<file path="src/rtl/core/esabg_pkg.sv">
// ----------------------------------------------------------------------------
// esabg_pkg
// Shared types and constants of the environment sample averager with battery
// gauge.
// ----------------------------------------------------------------------------
`default_nettype none

package esabg_pkg;

  localparam int WINDOW_LEN_DEF = 20;

  localparam int TEMP_C_W  = 15;
  localparam int TEMP_F_W  = 16;
  localparam int HUMID_W   = 14;
  localparam int BATT_W    = 10;
  localparam int PCT_W     = 7;

  localparam int TEMP9_W   = 19;
  localparam int MAG_W     = 18;
  localparam int RECIP_W   = 22;
  localparam int RECIP_SH  = 24;
  localparam int PROD_W    = MAG_W + RECIP_W;
  localparam logic [RECIP_W-1:0] F_RECIP = 22'd3355444;
  localparam logic signed [TEMP_F_W-1:0] F_OFFSET = 16'sd3200;

  localparam int NUM_W     = 17;
  localparam logic [PCT_W-1:0] BATT_MAX = 7'd99;
  localparam logic [PCT_W-1:0] BATT_MIN = 7'd0;

  localparam int DVSR_W    = 10;

  localparam int ADDR_W    = 3;
  localparam int DATA_W    = 32;
  localparam logic [0:0] REG_FULL  = 1'b0;
  localparam logic [0:0] REG_EMPTY = 1'b1;
  localparam logic [BATT_W-1:0] FULL_RST  = 10'd700;
  localparam logic [BATT_W-1:0] EMPTY_RST = 10'd560;

  typedef enum logic [3:0] {
    ST_IDLE,
    ST_MUL,
    ST_FCONV,
    ST_UPD,
    ST_AVG,
    ST_BGO,
    ST_BWAIT,
    ST_EMIT
  } state_t;

  typedef struct packed {
    logic  load;
    logic  mul;
    logic  fconv;
    logic  upd;
    logic  avg;
    logic  div_start;
    logic  cap_batt;
    logic  emit;
  } cmd_t;

  typedef struct packed {
    logic div_busy;
    logic batt_clamp;
    logic out_free;
  } status_t;

endpackage

`default_nettype wire

</file>
<file path="src/rtl/core/esabg_div.sv">
// ----------------------------------------------------------------------------
// esabg_div
// Iterative restoring divider, one quotient bit per cycle.
// ----------------------------------------------------------------------------
`default_nettype none

module esabg_div
  import esabg_pkg::*;
#(
  parameter int DIV_W = 21
) (
  input  wire logic              clk,
  input  wire logic              rst,
  input  wire logic              start,
  input  wire logic [DIV_W-1:0]  dividend,
  input  wire logic [DVSR_W-1:0] divisor,
  output logic                   busy,
  output logic [DIV_W-1:0]       quotient
);

  localparam int CNT_W = $clog2(DIV_W + 1);

  logic [DVSR_W-1:0] dvsr;
  logic [DVSR_W-1:0] rem;
  logic [CNT_W-1:0]  cnt;
  logic [DVSR_W:0]   shifted;
  logic [DVSR_W:0]   diff;
  logic              fits;

  assign shifted = {rem, quotient[DIV_W-1]};
  assign diff    = shifted - {1'b0, dvsr};
  assign fits    = shifted >= {1'b0, dvsr};

  always_ff @(posedge clk) begin
    if (rst) begin
      busy <= 1'b0;
      cnt  <= '0;
    end else if (start) begin
      busy <= 1'b1;
      cnt  <= CNT_W'(DIV_W);
    end else if (busy) begin
      cnt <= cnt - 1'b1;
      if (cnt == CNT_W'(1)) begin
        busy <= 1'b0;
      end
    end
  end

  always_ff @(posedge clk) begin
    if (start) begin
      dvsr     <= divisor;
      rem      <= '0;
      quotient <= dividend;
    end else if (busy) begin
      rem      <= fits ? diff[DVSR_W-1:0] : shifted[DVSR_W-1:0];
      quotient <= {quotient[DIV_W-2:0], fits};
    end
  end

endmodule

`default_nettype wire

</file>
<file path="src/rtl/core/esabg_ctrl.sv">
// ----------------------------------------------------------------------------
// esabg_ctrl
// Sequencer that steps one sample word through conversion, ring update, the
// window averages and, unless the battery reading clamps, the battery
// division, then hands the result to the output register.
// ----------------------------------------------------------------------------
`default_nettype none

module esabg_ctrl
  import esabg_pkg::*;
(
  input  wire logic    clk,
  input  wire logic    rst,
  input  wire logic    sample_valid,
  output logic         sample_ready,
  input  wire status_t status,
  output cmd_t         cmd
);

  state_t state;
  state_t state_next;

  always_ff @(posedge clk) begin
    if (rst) begin
      state <= ST_IDLE;
    end else begin
      state <= state_next;
    end
  end

  always_comb begin
    state_next   = state;
    cmd          = '0;
    sample_ready = 1'b0;
    case (state)
      ST_IDLE: begin
        sample_ready = 1'b1;
        if (sample_valid) begin
          cmd.load   = 1'b1;
          state_next = ST_MUL;
        end
      end
      ST_MUL: begin
        cmd.mul    = 1'b1;
        state_next = ST_FCONV;
      end
      ST_FCONV: begin
        cmd.fconv  = 1'b1;
        state_next = ST_UPD;
      end
      ST_UPD: begin
        cmd.upd    = 1'b1;
        state_next = ST_AVG;
      end
      ST_AVG: begin
        cmd.avg    = 1'b1;
        state_next = ST_BGO;
      end
      ST_BGO: begin
        if (status.batt_clamp) begin
          state_next = ST_EMIT;
        end else begin
          cmd.div_start = 1'b1;
          state_next    = ST_BWAIT;
        end
      end
      ST_BWAIT: begin
        if (!status.div_busy) begin
          cmd.cap_batt = 1'b1;
          state_next   = ST_EMIT;
        end
      end
      ST_EMIT: begin
        if (status.out_free) begin
          cmd.emit   = 1'b1;
          state_next = ST_IDLE;
        end
      end
      default: begin
        state_next = ST_IDLE;
      end
    endcase
  end

endmodule

`default_nettype wire

</file>
<file path="src/rtl/core/esabg_dp.sv">
// ----------------------------------------------------------------------------
// esabg_dp
// Datapath: Fahrenheit conversion, sample rings with running sums, window
// averages by reciprocal multiplication, battery scaling with the divider and
// the output register.
// ----------------------------------------------------------------------------
`default_nettype none

module esabg_dp
  import esabg_pkg::*;
#(
  parameter int WINDOW_LEN = WINDOW_LEN_DEF
) (
  input  wire logic                       clk,
  input  wire logic                       rst,
  input  wire cmd_t                       cmd,
  output status_t                         status,
  input  wire logic signed [TEMP_C_W-1:0] temp_centi_c,
  input  wire logic [HUMID_W-1:0]         humid_centi_pct,
  input  wire logic [BATT_W-1:0]          batt_raw,
  input  wire logic [BATT_W-1:0]          batt_full_level,
  input  wire logic [BATT_W-1:0]          batt_empty_level,
  output logic                            result_valid,
  input  wire logic                       result_ready,
  output logic signed [TEMP_F_W-1:0]      temp_centi_f,
  output logic [HUMID_W-1:0]              humid_now,
  output logic signed [TEMP_F_W-1:0]      temp_avg_centi_f,
  output logic [HUMID_W-1:0]              humid_avg,
  output logic [PCT_W-1:0]                batt_percent
);

  localparam int SLOT_W = $clog2(WINDOW_LEN);
  localparam int TSUM_W = TEMP_F_W + $clog2(WINDOW_LEN);
  localparam int HSUM_W = HUMID_W + $clog2(WINDOW_LEN);
  localparam int AVG_N  = TSUM_W;
  localparam int AVG_SH = AVG_N + $clog2(WINDOW_LEN);
  localparam int AVG_RW = AVG_N + 1;
  localparam int AVG_PW = AVG_N + AVG_RW;
  localparam logic [AVG_RW-1:0] AVG_RECIP =
    AVG_RW'(((64'd1 << AVG_SH) + WINDOW_LEN - 1) / WINDOW_LEN);

  logic signed [TEMP_F_W-1:0] ring_temp [WINDOW_LEN];
  logic [HUMID_W-1:0]         ring_humid [WINDOW_LEN];
  logic [WINDOW_LEN-1:0]      ring_vld;
  logic [SLOT_W-1:0]          slot;
  logic signed [TEMP_F_W-1:0] rd_temp;
  logic [HUMID_W-1:0]         rd_humid;
  logic                       rd_vld;
  logic signed [TEMP_F_W-1:0] old_temp;
  logic [HUMID_W-1:0]         old_humid;

  logic signed [TSUM_W-1:0]   temp_sum;
  logic signed [TSUM_W-1:0]   temp_sum_neg;
  logic [HSUM_W-1:0]          humid_sum;
  logic [TSUM_W-1:0]          temp_mag;

  logic signed [TEMP9_W-1:0]  c_ext;
  logic signed [TEMP9_W-1:0]  c9;
  logic signed [TEMP9_W-1:0]  c9_neg;
  logic [MAG_W-1:0]           mag;
  logic                       mag_neg;
  logic [PROD_W-1:0]          prod;
  logic [TEMP_F_W-1:0]        fq;
  logic signed [TEMP_F_W-1:0] f_val;
  logic [HUMID_W-1:0]         h_val;
  logic [BATT_W-1:0]          raw_val;
  logic [BATT_W-1:0]          batt_diff;

  logic                       batt_clamp;
  logic [NUM_W-1:0]           batt_num;
  logic [DVSR_W-1:0]          batt_den;

  logic                       div_busy;
  logic [NUM_W-1:0]           div_quo;

  logic [AVG_PW-1:0]          tavg_prod;
  logic [AVG_PW-1:0]          havg_prod;
  logic                       tavg_neg;
  logic [TEMP_F_W-1:0]        tq;
  logic signed [TEMP_F_W-1:0] tavg;
  logic [HUMID_W-1:0]         havg;
  logic [PCT_W-1:0]           bpct;

  assign c_ext     = TEMP9_W'(temp_centi_c);
  assign c9        = (c_ext <<< 3) + c_ext;
  assign c9_neg    = -c9;
  assign fq        = prod[RECIP_SH+TEMP_F_W-1:RECIP_SH];
  assign old_temp  = rd_vld ? rd_temp : '0;
  assign old_humid = rd_vld ? rd_humid : '0;
  assign batt_diff = raw_val - batt_empty_level;
  assign temp_sum_neg = -temp_sum;
  assign temp_mag  = temp_sum[TSUM_W-1] ? temp_sum_neg : temp_sum;
  assign tq        = tavg_prod[AVG_SH +: TEMP_F_W];
  assign tavg      = tavg_neg ? $signed(~tq + 1'b1) : $signed(tq);
  assign havg      = havg_prod[AVG_SH +: HUMID_W];

  always_ff @(posedge clk) begin
    if (cmd.load) begin
      mag_neg  <= c9[TEMP9_W-1];
      mag      <= c9[TEMP9_W-1] ? c9_neg[MAG_W-1:0] : c9[MAG_W-1:0];
      h_val    <= humid_centi_pct;
      raw_val  <= batt_raw;
      rd_temp  <= ring_temp[slot];
      rd_humid <= ring_humid[slot];
      rd_vld   <= ring_vld[slot];
    end
    if (cmd.mul) begin
      prod <= PROD_W'(mag) * PROD_W'(F_RECIP);
    end
    if (cmd.fconv) begin
      f_val <= mag_neg ? (F_OFFSET - $signed(fq)) : (F_OFFSET + $signed(fq));
    end
    if (cmd.upd) begin
      ring_temp[slot]  <= f_val;
      ring_humid[slot] <= h_val;
      batt_num         <= NUM_W'(batt_diff) * NUM_W'(BATT_MAX);
      batt_den         <= batt_full_level - batt_empty_level;
      if (raw_val >= batt_full_level) begin
        batt_clamp <= 1'b1;
        bpct       <= BATT_MAX;
      end else if (raw_val <= batt_empty_level) begin
        batt_clamp <= 1'b1;
        bpct       <= BATT_MIN;
      end else begin
        batt_clamp <= 1'b0;
      end
    end
    if (cmd.avg) begin
      tavg_neg  <= temp_sum[TSUM_W-1];
      tavg_prod <= AVG_PW'(temp_mag) * AVG_PW'(AVG_RECIP);
      havg_prod <= AVG_PW'(humid_sum) * AVG_PW'(AVG_RECIP);
    end
    if (cmd.cap_batt) begin
      bpct <= div_quo[PCT_W-1:0];
    end
    if (cmd.emit) begin
      temp_centi_f     <= f_val;
      humid_now        <= h_val;
      temp_avg_centi_f <= tavg;
      humid_avg        <= havg;
      batt_percent     <= bpct;
    end
  end

  always_ff @(posedge clk) begin
    if (rst) begin
      ring_vld     <= '0;
      slot         <= '0;
      temp_sum     <= '0;
      humid_sum    <= '0;
      result_valid <= 1'b0;
    end else begin
      if (cmd.upd) begin
        ring_vld[slot] <= 1'b1;
        slot      <= (slot == SLOT_W'(WINDOW_LEN - 1)) ? '0 : slot + 1'b1;
        temp_sum  <= temp_sum + TSUM_W'(f_val) - TSUM_W'(old_temp);
        humid_sum <= humid_sum + HSUM_W'(h_val) - HSUM_W'(old_humid);
      end
      if (cmd.emit) begin
        result_valid <= 1'b1;
      end else if (result_ready) begin
        result_valid <= 1'b0;
      end
    end
  end

  esabg_div #(
    .DIV_W(NUM_W)
  ) u_div (
    .clk      (clk),
    .rst      (rst),
    .start    (cmd.div_start),
    .dividend (batt_num),
    .divisor  (batt_den),
    .busy     (div_busy),
    .quotient (div_quo)
  );

  assign status = '{div_busy: div_busy, batt_clamp: batt_clamp,
                    out_free: !result_valid || result_ready};

  a_slot_range: assert property (@(posedge clk) disable iff (rst)
    slot <= SLOT_W'(WINDOW_LEN - 1))
    else $error("ring slot beyond window");

  a_start_idle: assert property (@(posedge clk) disable iff (rst)
    cmd.div_start |-> !div_busy)
    else $error("divider started while busy");

  a_emit_free: assert property (@(posedge clk) disable iff (rst)
    cmd.emit |-> (!result_valid || result_ready))
    else $error("result overwritten before it was taken");

  a_emit_valid: assert property (@(posedge clk) disable iff (rst)
    cmd.emit |=> result_valid)
    else $error("result word not presented after emit");

endmodule

`default_nettype wire

</file>
<file path="src/rtl/core/env_sample_averager_batt_gauge.sv">
// ----------------------------------------------------------------------------
// env_sample_averager_batt_gauge
// Converts each sample word to Fahrenheit, keeps window averages of
// temperature and humidity and estimates battery charge.
// ----------------------------------------------------------------------------
// A sample word taken in the idle state runs through the multiply, Fahrenheit
// conversion, ring update, average and battery start states, then the 17-step
// battery division, and is emitted as a result word; the division is skipped
// when the battery reading clamps. A new sample word is taken only after the
// last result is emitted, and an untaken result holds the next one back.
// Synchronous reset empties the rings at once and loads levels 700 and 560.
`default_nettype none

module env_sample_averager_batt_gauge
  import esabg_pkg::*;
#(
  parameter int WINDOW_LEN = WINDOW_LEN_DEF
) (
  input  wire logic                       clk,
  input  wire logic                       rst,
  input  wire logic                       psel,
  input  wire logic                       penable,
  input  wire logic                       pwrite,
  input  wire logic [ADDR_W-1:0]          paddr,
  input  wire logic [DATA_W-1:0]          pwdata,
  output logic [DATA_W-1:0]               prdata,
  output logic                            pready,
  input  wire logic                       sample_valid,
  output logic                            sample_ready,
  input  wire logic signed [TEMP_C_W-1:0] temp_centi_c,
  input  wire logic [HUMID_W-1:0]         humid_centi_pct,
  input  wire logic [BATT_W-1:0]          batt_raw,
  output logic                            result_valid,
  input  wire logic                       result_ready,
  output logic signed [TEMP_F_W-1:0]      temp_centi_f,
  output logic [HUMID_W-1:0]              humid_now,
  output logic signed [TEMP_F_W-1:0]      temp_avg_centi_f,
  output logic [HUMID_W-1:0]              humid_avg,
  output logic [PCT_W-1:0]                batt_percent
);

  logic [BATT_W-1:0] batt_full_level;
  logic [BATT_W-1:0] batt_empty_level;
  logic              wr_en;
  cmd_t              cmd;
  status_t           status;

  assign pready = 1'b1;
  assign wr_en  = psel && penable && pwrite && pready;

  always_ff @(posedge clk) begin
    if (rst) begin
      batt_full_level  <= FULL_RST;
      batt_empty_level <= EMPTY_RST;
    end else if (wr_en) begin
      case (paddr[2:2])
        REG_FULL:  batt_full_level  <= pwdata[BATT_W-1:0];
        REG_EMPTY: batt_empty_level <= pwdata[BATT_W-1:0];
        default: begin
        end
      endcase
    end
  end

  always_comb begin
    case (paddr[2:2])
      REG_FULL:  prdata = DATA_W'(batt_full_level);
      REG_EMPTY: prdata = DATA_W'(batt_empty_level);
      default:   prdata = '0;
    endcase
  end

  esabg_ctrl u_ctrl (
    .clk          (clk),
    .rst          (rst),
    .sample_valid (sample_valid),
    .sample_ready (sample_ready),
    .status       (status),
    .cmd          (cmd)
  );

  esabg_dp #(
    .WINDOW_LEN(WINDOW_LEN)
  ) u_dp (
    .clk              (clk),
    .rst              (rst),
    .cmd              (cmd),
    .status           (status),
    .temp_centi_c     (temp_centi_c),
    .humid_centi_pct  (humid_centi_pct),
    .batt_raw         (batt_raw),
    .batt_full_level  (batt_full_level),
    .batt_empty_level (batt_empty_level),
    .result_valid     (result_valid),
    .result_ready     (result_ready),
    .temp_centi_f     (temp_centi_f),
    .humid_now        (humid_now),
    .temp_avg_centi_f (temp_avg_centi_f),
    .humid_avg        (humid_avg),
    .batt_percent     (batt_percent)
  );

endmodule

`default_nettype wire

</file>
<file path="config.mk">
export PLATFORM = sky130hd
export DESIGN_NAME = env_sample_averager_batt_gauge
export DESIGN_NICKNAME = d
export VERILOG_FILES = /design/src/rtl/core/esabg_pkg.sv /design/src/rtl/core/esabg_div.sv /design/src/rtl/core/esabg_ctrl.sv /design/src/rtl/core/esabg_dp.sv /design/src/rtl/core/env_sample_averager_batt_gauge.sv
export SDC_FILE = /design/constraint.sdc
export NUM_CORES = 2
export LEC_CHECK = 0
export BUFFER_PORTS_ARGS = -buffer_cell sky130_fd_sc_hd__buf_2
export CORE_ASPECT_RATIO = 0.9
export CORE_MARGIN = 2
export CORE_UTILIZATION = 35
export DETAILED_ROUTE_END_ITERATION = 12
export PLACE_DENSITY = 0.6
export SYNTH_ARGS = -nofsm -noshare
export SYNTH_HDL_FRONTEND = slang
export SYNTH_SLANG_ARGS = --single-unit
</file>
<file path="constraint.sdc">
create_clock -name clk -period 12.3 [get_ports clk]
set_clock_uncertainty 0.05 [all_clocks]
set_input_delay 0.615 -clock clk [delete_from_list [all_inputs] [get_ports clk]]
set_output_delay 0.615 -clock clk [all_outputs]
set_load 0.01 [all_outputs]
</file>
After elaboration in Yosys (flattened, before gate mapping)
Memory sizes are Yosys's and may differ from the RTL's. A register that Yosys moved wholly into a read port is not among the register bits.
Cells that the tools add are included.

storage, ports and cells
  memory bits (writable) = 600
  memories kept = 2
  bits in registers = 412
  latch bits = 0
  memory bits (read-only) = 0
  output and inout bits = 102

memories
  name             depth  bits a word  rd ports  clocked after Yosys merged registers in  write ports  RTL line        text
  u_dp.ring_temp   20     16           1         1                                        1            esabg_dp.sv:42  logic signed [TEMP_F_W-1:0] ring_temp [WINDOW_LEN];
  u_dp.ring_humid  20     14           1         1                                        1            esabg_dp.sv:43  logic [HUMID_W-1:0] ring_humid [WINDOW_LEN];

cells by class
  bitwise gates (word level) = 3
  equal/unequal tests = 12
  multiplexer cells = 47
  shift operators = 0
  order comparisons = 5
  multiply operators = 4
  add/subtract/negate cells = 15
  reductions and logical operators = 15
  div/mod/pow operators = 0

operators with widths
  kind                                                  number
  case mux 32 bit (2 select lines)                      1
  two-way mux 16 bit                                    3
  multiplier 21 x 20 -> 40 bit (second input constant)  1
  multiplier 18 x 20 -> 38 bit (second input constant)  1
  multiplier 19 x 20 -> 38 bit (second input constant)  1
  two-way mux 17 bit                                    2
  case mux 4 bit (8 select lines)                       1
  subtractor 10 bit                                     3
  two-way mux 7 bit                                     4
  two-way mux 1 bit                                     24
  adder 21 x 16 -> 21 bit                               1
  two-way mux 21 bit                                    1
  negator 21 bit                                        1
  subtractor 21 x 16 -> 21 bit                          1
  bitwise OR 20 bit                                     1
  adder 18 x 15 -> 19 bit                               1
  adder 19 x 14 -> 19 bit                               1
  subtractor 19 x 14 -> 19 bit                          1
  two-way mux 18 bit                                    1
  negator 18 bit                                        1
  multiplier 10 x 7 -> 17 bit (second input constant)   1
  adder 13 x 16 -> 16 bit (first input constant)        1
  adder 16 x 1 -> 16 bit (second input constant)        1
  equality test 4 x 3 -> 1 bit (second input constant)  4
  other kinds (30)                                      43

Logic depth before layout (Yosys ltp)
  depth after elaboration = 5
  depth in mapped cells = 31

Cells and area by module
Synthesis repeated with hierarchy kept, for this count alone.

second synthesis, totals
  cells, all modules = 4504
  area total of the unflattened synthesis = 59938.7 um^2

by module, submodules not included
  module                          area an instance (um^2)  instances  cells each
  esabg_dp                        56321.5                  1          4163
  esabg_div                       2243.4                   1          193
  env_sample_averager_batt_gauge  1133.6                   1          118
  esabg_ctrl                      240.2                    1          30

Least setup slack after synthesis
OpenSTA, ideal clock, no wires.

  kind = register -> register
  start point = reg u_dp.temp_sum[2]
  end point = reg u_dp.tavg_prod[39] (data pin)
  period minus slack after synthesis = 7.620 ns
  library setup time = 0.258 ns
  arrival = 7.313 ns
  stages on the path, launching flop included = 29
  path slack = 4.680 ns
  cell sequence = dfxtp_1 -> nor2_1 -> nand4_1 -> or4_1 -> o41a_1 -> xnor2_1 -> inv_1 -> ha_1 -> fa_1 -> ha_1 -> inv_1 -> fa_1 -> inv_1 -> fa_1 -> fa_1 -> inv_1 -> fa_1 -> inv_1 -> ha_1 -> a21oi_1 -> o21ai_0 -> a21o_1 -> a21o_1 -> a21oi_1 -> a21oi_1 -> or3_1 -> a221o_1 -> a21oi_1 -> xnor2_1

on the way
  word-level cells in the longest chain between the ends = 3

ends and longest elaborated chain
  item                              RTL line         text
  start: declaration                esabg_dp.sv:52   logic signed [TSUM_W-1:0] temp_sum;
  start signal: assignment          esabg_dp.sv:156  temp_sum <= temp_sum + TSUM_W'(f_val) - TSUM_W'(old_temp);
  negator 21 bit                    esabg_dp.sv:91   assign temp_sum_neg = -temp_sum;
  two-way mux 21 bit (*)            esabg_dp.sv:92   assign temp_mag = temp_sum[TSUM_W-1] ? temp_sum_neg : temp_sum;
  multiplier 21 x 20 -> 40 bit (*)  esabg_dp.sv:130  tavg_prod <= AVG_PW'(temp_mag) * AVG_PW'(AVG_RECIP);
  end signal: assignment            esabg_dp.sv:130
  end: declaration                  esabg_dp.sv:76   logic [AVG_PW-1:0] tavg_prod;

Every way passes the cells marked *; elsewhere a longest branch is shown, timed or not.
A chain may end at the register's enable or synchronous reset.

Final worst setup path
  start point = reg u_dp.temp_sum[0]
  end point = reg u_dp.tavg_prod[39] (data pin)

The elaborated chain is that of the path after synthesis.

==> impl.org <==
** Status
- Outcome :: complete, no violations

** Timing
- Setup repair after global routing missed its margin :: false
- After routing, the total negative slack on setup checks comes to 0 ns.
- Setup slack closes at 3.71 ns.
- Crit share post-route :: 69.8%
- Number of pins exceeding their max-slew limit in the final report :: 0
- Counting I/O delays and the setup requirement, the final critical path takes 8.59 ns.
- Setup violations remaining at the end of the flow were counted as 0.
- Slew HR :: 7.03%
- Final hold violations :: 0
- Timing would allow up to 0.116 GHz.
- Tightest Pin Transition :: 1.36 ns

** Min path
- Along the worst hold path, the cell count comes to 1.
- The startpoint identified for the worst hold timing path is batt_raw[0].
- Worst hold endpoint :: u_dp.raw_val[0]$_DFFE_PP_
- The min-delay analysis places its worst path in the category in -> reg.

** Setup path
- The endpoint identified for the worst register-to-register timing path is u_dp.tavg_prod[39]$_DFFE_PN_.
- STA puts the critical path data arrival time at 8.97 ns.
- Number of cells on the worst reg-to-reg path :: 28
- Most repeated library cell on the critical path :: inv_1
- STA classifies the critical path endpoint as a flip-flop.
- For this design, the slowest cell found on the critical path is or4_1.
- Data on the critical path is required at its endpoint by 12.68 ns.
- On the worst path, the slowest cell contributes a delay of 0.63 ns.
- Max FO, Critical Path :: 9
- Startpoint-to-endpoint class of the critical path :: reg -> reg
- STA classifies the critical path startpoint as a flip-flop.
- Setup slack on the worst reg-to-reg path comes out at 3.71 ns.
- In this run the critical register-to-register path is launched from u_dp.temp_sum[0]$_SDFFE_PP0P_.

** Final layout
- Area occupied by multi-input gates :: 28600 um2
- Across the whole layout, storage elements account for 28100 um2.
- Area added between synthesis and finish :: 11.8%
- Fraction of final layout cells sized beyond drive strength 1 :: 11.1%
- Final-stage net count :: 5918
- Most frequent cells in the layout :: 866 x edfxtp_1, 779 x inv_1, 624 x ha_1, 371 x fa_1, 302 x nand2_1
- After filler insertion, the fill cell instance count of the layout stands at 16157.
- Leaving out fill and tap cells, the most frequent cell in the layout is edfxtp_1.

** Global route
- Wire length of the first global-routing pass :: 207000 um
- Aggregate global routing overflow :: 0
- Vias in the first global route :: 35471
- Across every metal layer, demand over resource in global routing totals 15.3%.
- Maximum number of pins on one net before global-route repair :: 102
- Antenna violations before repair :: 1

** Synth
- Number of synthesized flops with an enable pin :: 866
- Cell area after synthesis :: 60000 um2
- During synthesis, Yosys emitted a total of 0 warnings.
- After synthesis the netlist holds a flip-flop and latch count of 971.
- Largest cells by area after synthesis :: edfxtp_1 43%, ha_1 13%, fa_1 12%
- After synthesis, the mean cell area works out to 12.9 um2.
- The largest total area in the synthesized netlist belongs to edfxtp_1.
- Sequential cells were found to cover 46.9% of the synthesized design area.
- Dominant synthesized flop cell :: edfxtp_1
- Area share of the largest cell type after synthesis :: 43.4%
- Number of distinct library cells after synthesis :: 75
- Number of instances in the synthesized netlist :: 4644
- In the synthesized netlist the async set-or-reset flop fraction comes to 0%.

** Detailed routing
- After detailed routing, the average wire length per cell comes to 18.6 um.
- Post-route antenna net violation count :: 0
- After detailed routing, the number of remaining DRC violations is 0.
- Dividing the detail-routed via count by the number of cells gives 4.85.
- The routed design has 134000 um of wire.
- The first routing iteration left 2369 violations.
- The routed layout has 34904 vias.
- Before antenna repair, the detailed router went through 5 iterations.

** Clocking
- Number of buffers on the longest clock path :: 3
- Buffers inserted by post-CTS timing repair :: 0
- Clock root cell :: clkbuf_16
- TritonCTS built the clock tree.
- Clock-pin slew was measured on the worst setup and hold paths at 0.06 ns.
- Num CTS Buffers :: 104
- TritonCTS Sinks :: 971
- Latest clock arrival within the worst-skew pair :: 0.75 ns
- Max H-tree Level :: 3

** Place
- Input and output buffers added on the ports amount to 135.
- Pre-CTS setup slack :: 3.68 ns
- GPL Wtd Cong :: 0.898
- Dpl hpwl :: 94100 um

** Floorplanning
- Placeable core area :: 171000 um2
- Die boundary height :: 397 um
- For this configuration, the core starts out at a cell density of 35.1%.
- From left edge to right edge, the die measures 440 um.
- Total Die Area :: 175000 um2
- After floorplanning, the core was divided into 144 placement rows.
- In this run the count of I/O pins placed on the die edge is 183.

** Job
- Max-cap violations in this run came to 0.
-- repair_timing --
action | in CTS | in global routing
hold endpoints to repair | 24 | 0
hold buffers | 24 | 0
gates resized for setup | 0 | 0
-- layer usage --
layer  up-vias  routed length, um  global-route usage [%]  share of wire, %
li1      16599                  -                       -                 -
met1     17418              63400                    22.1                47
met2       744              60600                    24.2                45
met3       143               7210                    2.66               5.4
met4         0               2570                    3.33               1.9
met5         -                  0                       0                 0
-- Yosys cell counts (14+ instances only) --
cell        n
o21bai_1   24
xor2_1     58
o21ai_0   144
xnor2_1   168
inv_1     779
buf_1      29
and2_1     47
nor2b_1    32
nand2b_1   24
fa_1      371
nand2_1   302
a21o_1     64
buf_4      23
o211ai_1   17
o21a_1     39
clkbuf_1   80
nand3_1    31
edfxtp_1  866
and3_1     14
mux4_2    156
nor2_1    136
dfxtp_1   105
mux2i_1    45
a211oi_1   15
nor3_1     45
ha_1      624
nand4_1    18
a21oi_1   220
o31ai_1    22
-- area by class of cell --
class	count	share of cell area (%)
Tap cell	2263	4.22
Clock inverter	53	0.787
Timing Repair Buffer	205	1.90
Sequential cell	971	41.9
Multi-Input combinational cell	2779	42.6
Clock buffer	141	4.18
Antenna cell	3	0.0112
Inverter	781	4.37
-- cells by family (layout without fill, tap and decap cells) --
family | after synthesis | after routing | synth area share [%]
adders and majority gates | 995 | 995 | 25.4
DFF | 971 | 971 | 46.9
buffers and inverters | 915 | 1180 | 5.87
and+or+nand+nor | 709 | 709 | 5.51
AOI/OAI and AO/OA | 624 | 624 | 6.43
xor gates and xnor gates | 226 | 226 | 3.30
muxes | 202 | 202 | 6.63
other | 2 | 26 | 0.0125
-- state kept, by name, indices dropped and copies added, names as in the netlist, 16 cells and up --
register and flops:
u_dp.batt_num 17, u_dp.temp_avg_centi_f 16, u_dp.tavg_prod 16, u_dp.temp_sum 21, u_dp.rd_temp 16, u_dp.mag 18
u_dp.ring_humid 280, u_dp.temp_centi_f 16, u_dp.f_val 16, u_dp.ring_temp 320, u_dp.u_div.quotient 17, u_dp.prod 16
u_dp.humid_sum 19, u_dp.ring_vld 20
-- worst max-delay path by stage --
stage / startpoint / to / slack [ns]
after floorplan: u_dp.temp_sum[2]$_SDFFE_PP0P_ / u_dp.tavg_prod[39]$_DFFE_PN_ / 4.68
after global placement: u_dp.temp_sum[0]$_SDFFE_PP0P_ / u_dp.tavg_prod[39]$_DFFE_PN_ / 3.68
after detailed placement: u_dp.temp_sum[0]$_SDFFE_PP0P_ / u_dp.tavg_prod[39]$_DFFE_PN_ / 3.68
final: u_dp.temp_sum[0]$_SDFFE_PP0P_ / u_dp.tavg_prod[39]$_DFFE_PN_ / 3.71
after CTS: u_dp.temp_sum[0]$_SDFFE_PP0P_ / u_dp.tavg_prod[39]$_DFFE_PN_ / 3.63
after global routing: u_dp.temp_sum[0]$_SDFFE_PP0P_ / u_dp.tavg_prod[41]$_DFFE_PN_ / 3.19
-- stage by stage --
step,hold WS [ns],area (um2),cells,utilization [%]
6_report,0.0454,67100,7196,39.3
5_1_grt,0.00592,67100,7194,39.3
4_1_cts,0.0000190,67100,7193,39.3
3_5_place_dp,0.355,63500,6975,37.2
3_3_place_gp,0.353,63500,6975,37.2
2_1_floorplan,0.350,60100,4665,-
-- worst max-delay path: cells and delay by family (launching register included) --
family | cells | cell delay, ns
flops | 1 | 0.42
simple gates | 3 | 1.23
fa+ha+maj | 8 | 3.51
xor+xnor | 2 | 0.62
compound gates | 9 | 1.96
buf+inv | 6 | 0.51
Power is not shown: default switching activity piles up to over one toggle a cycle in this logic, so the estimate is an artifact.
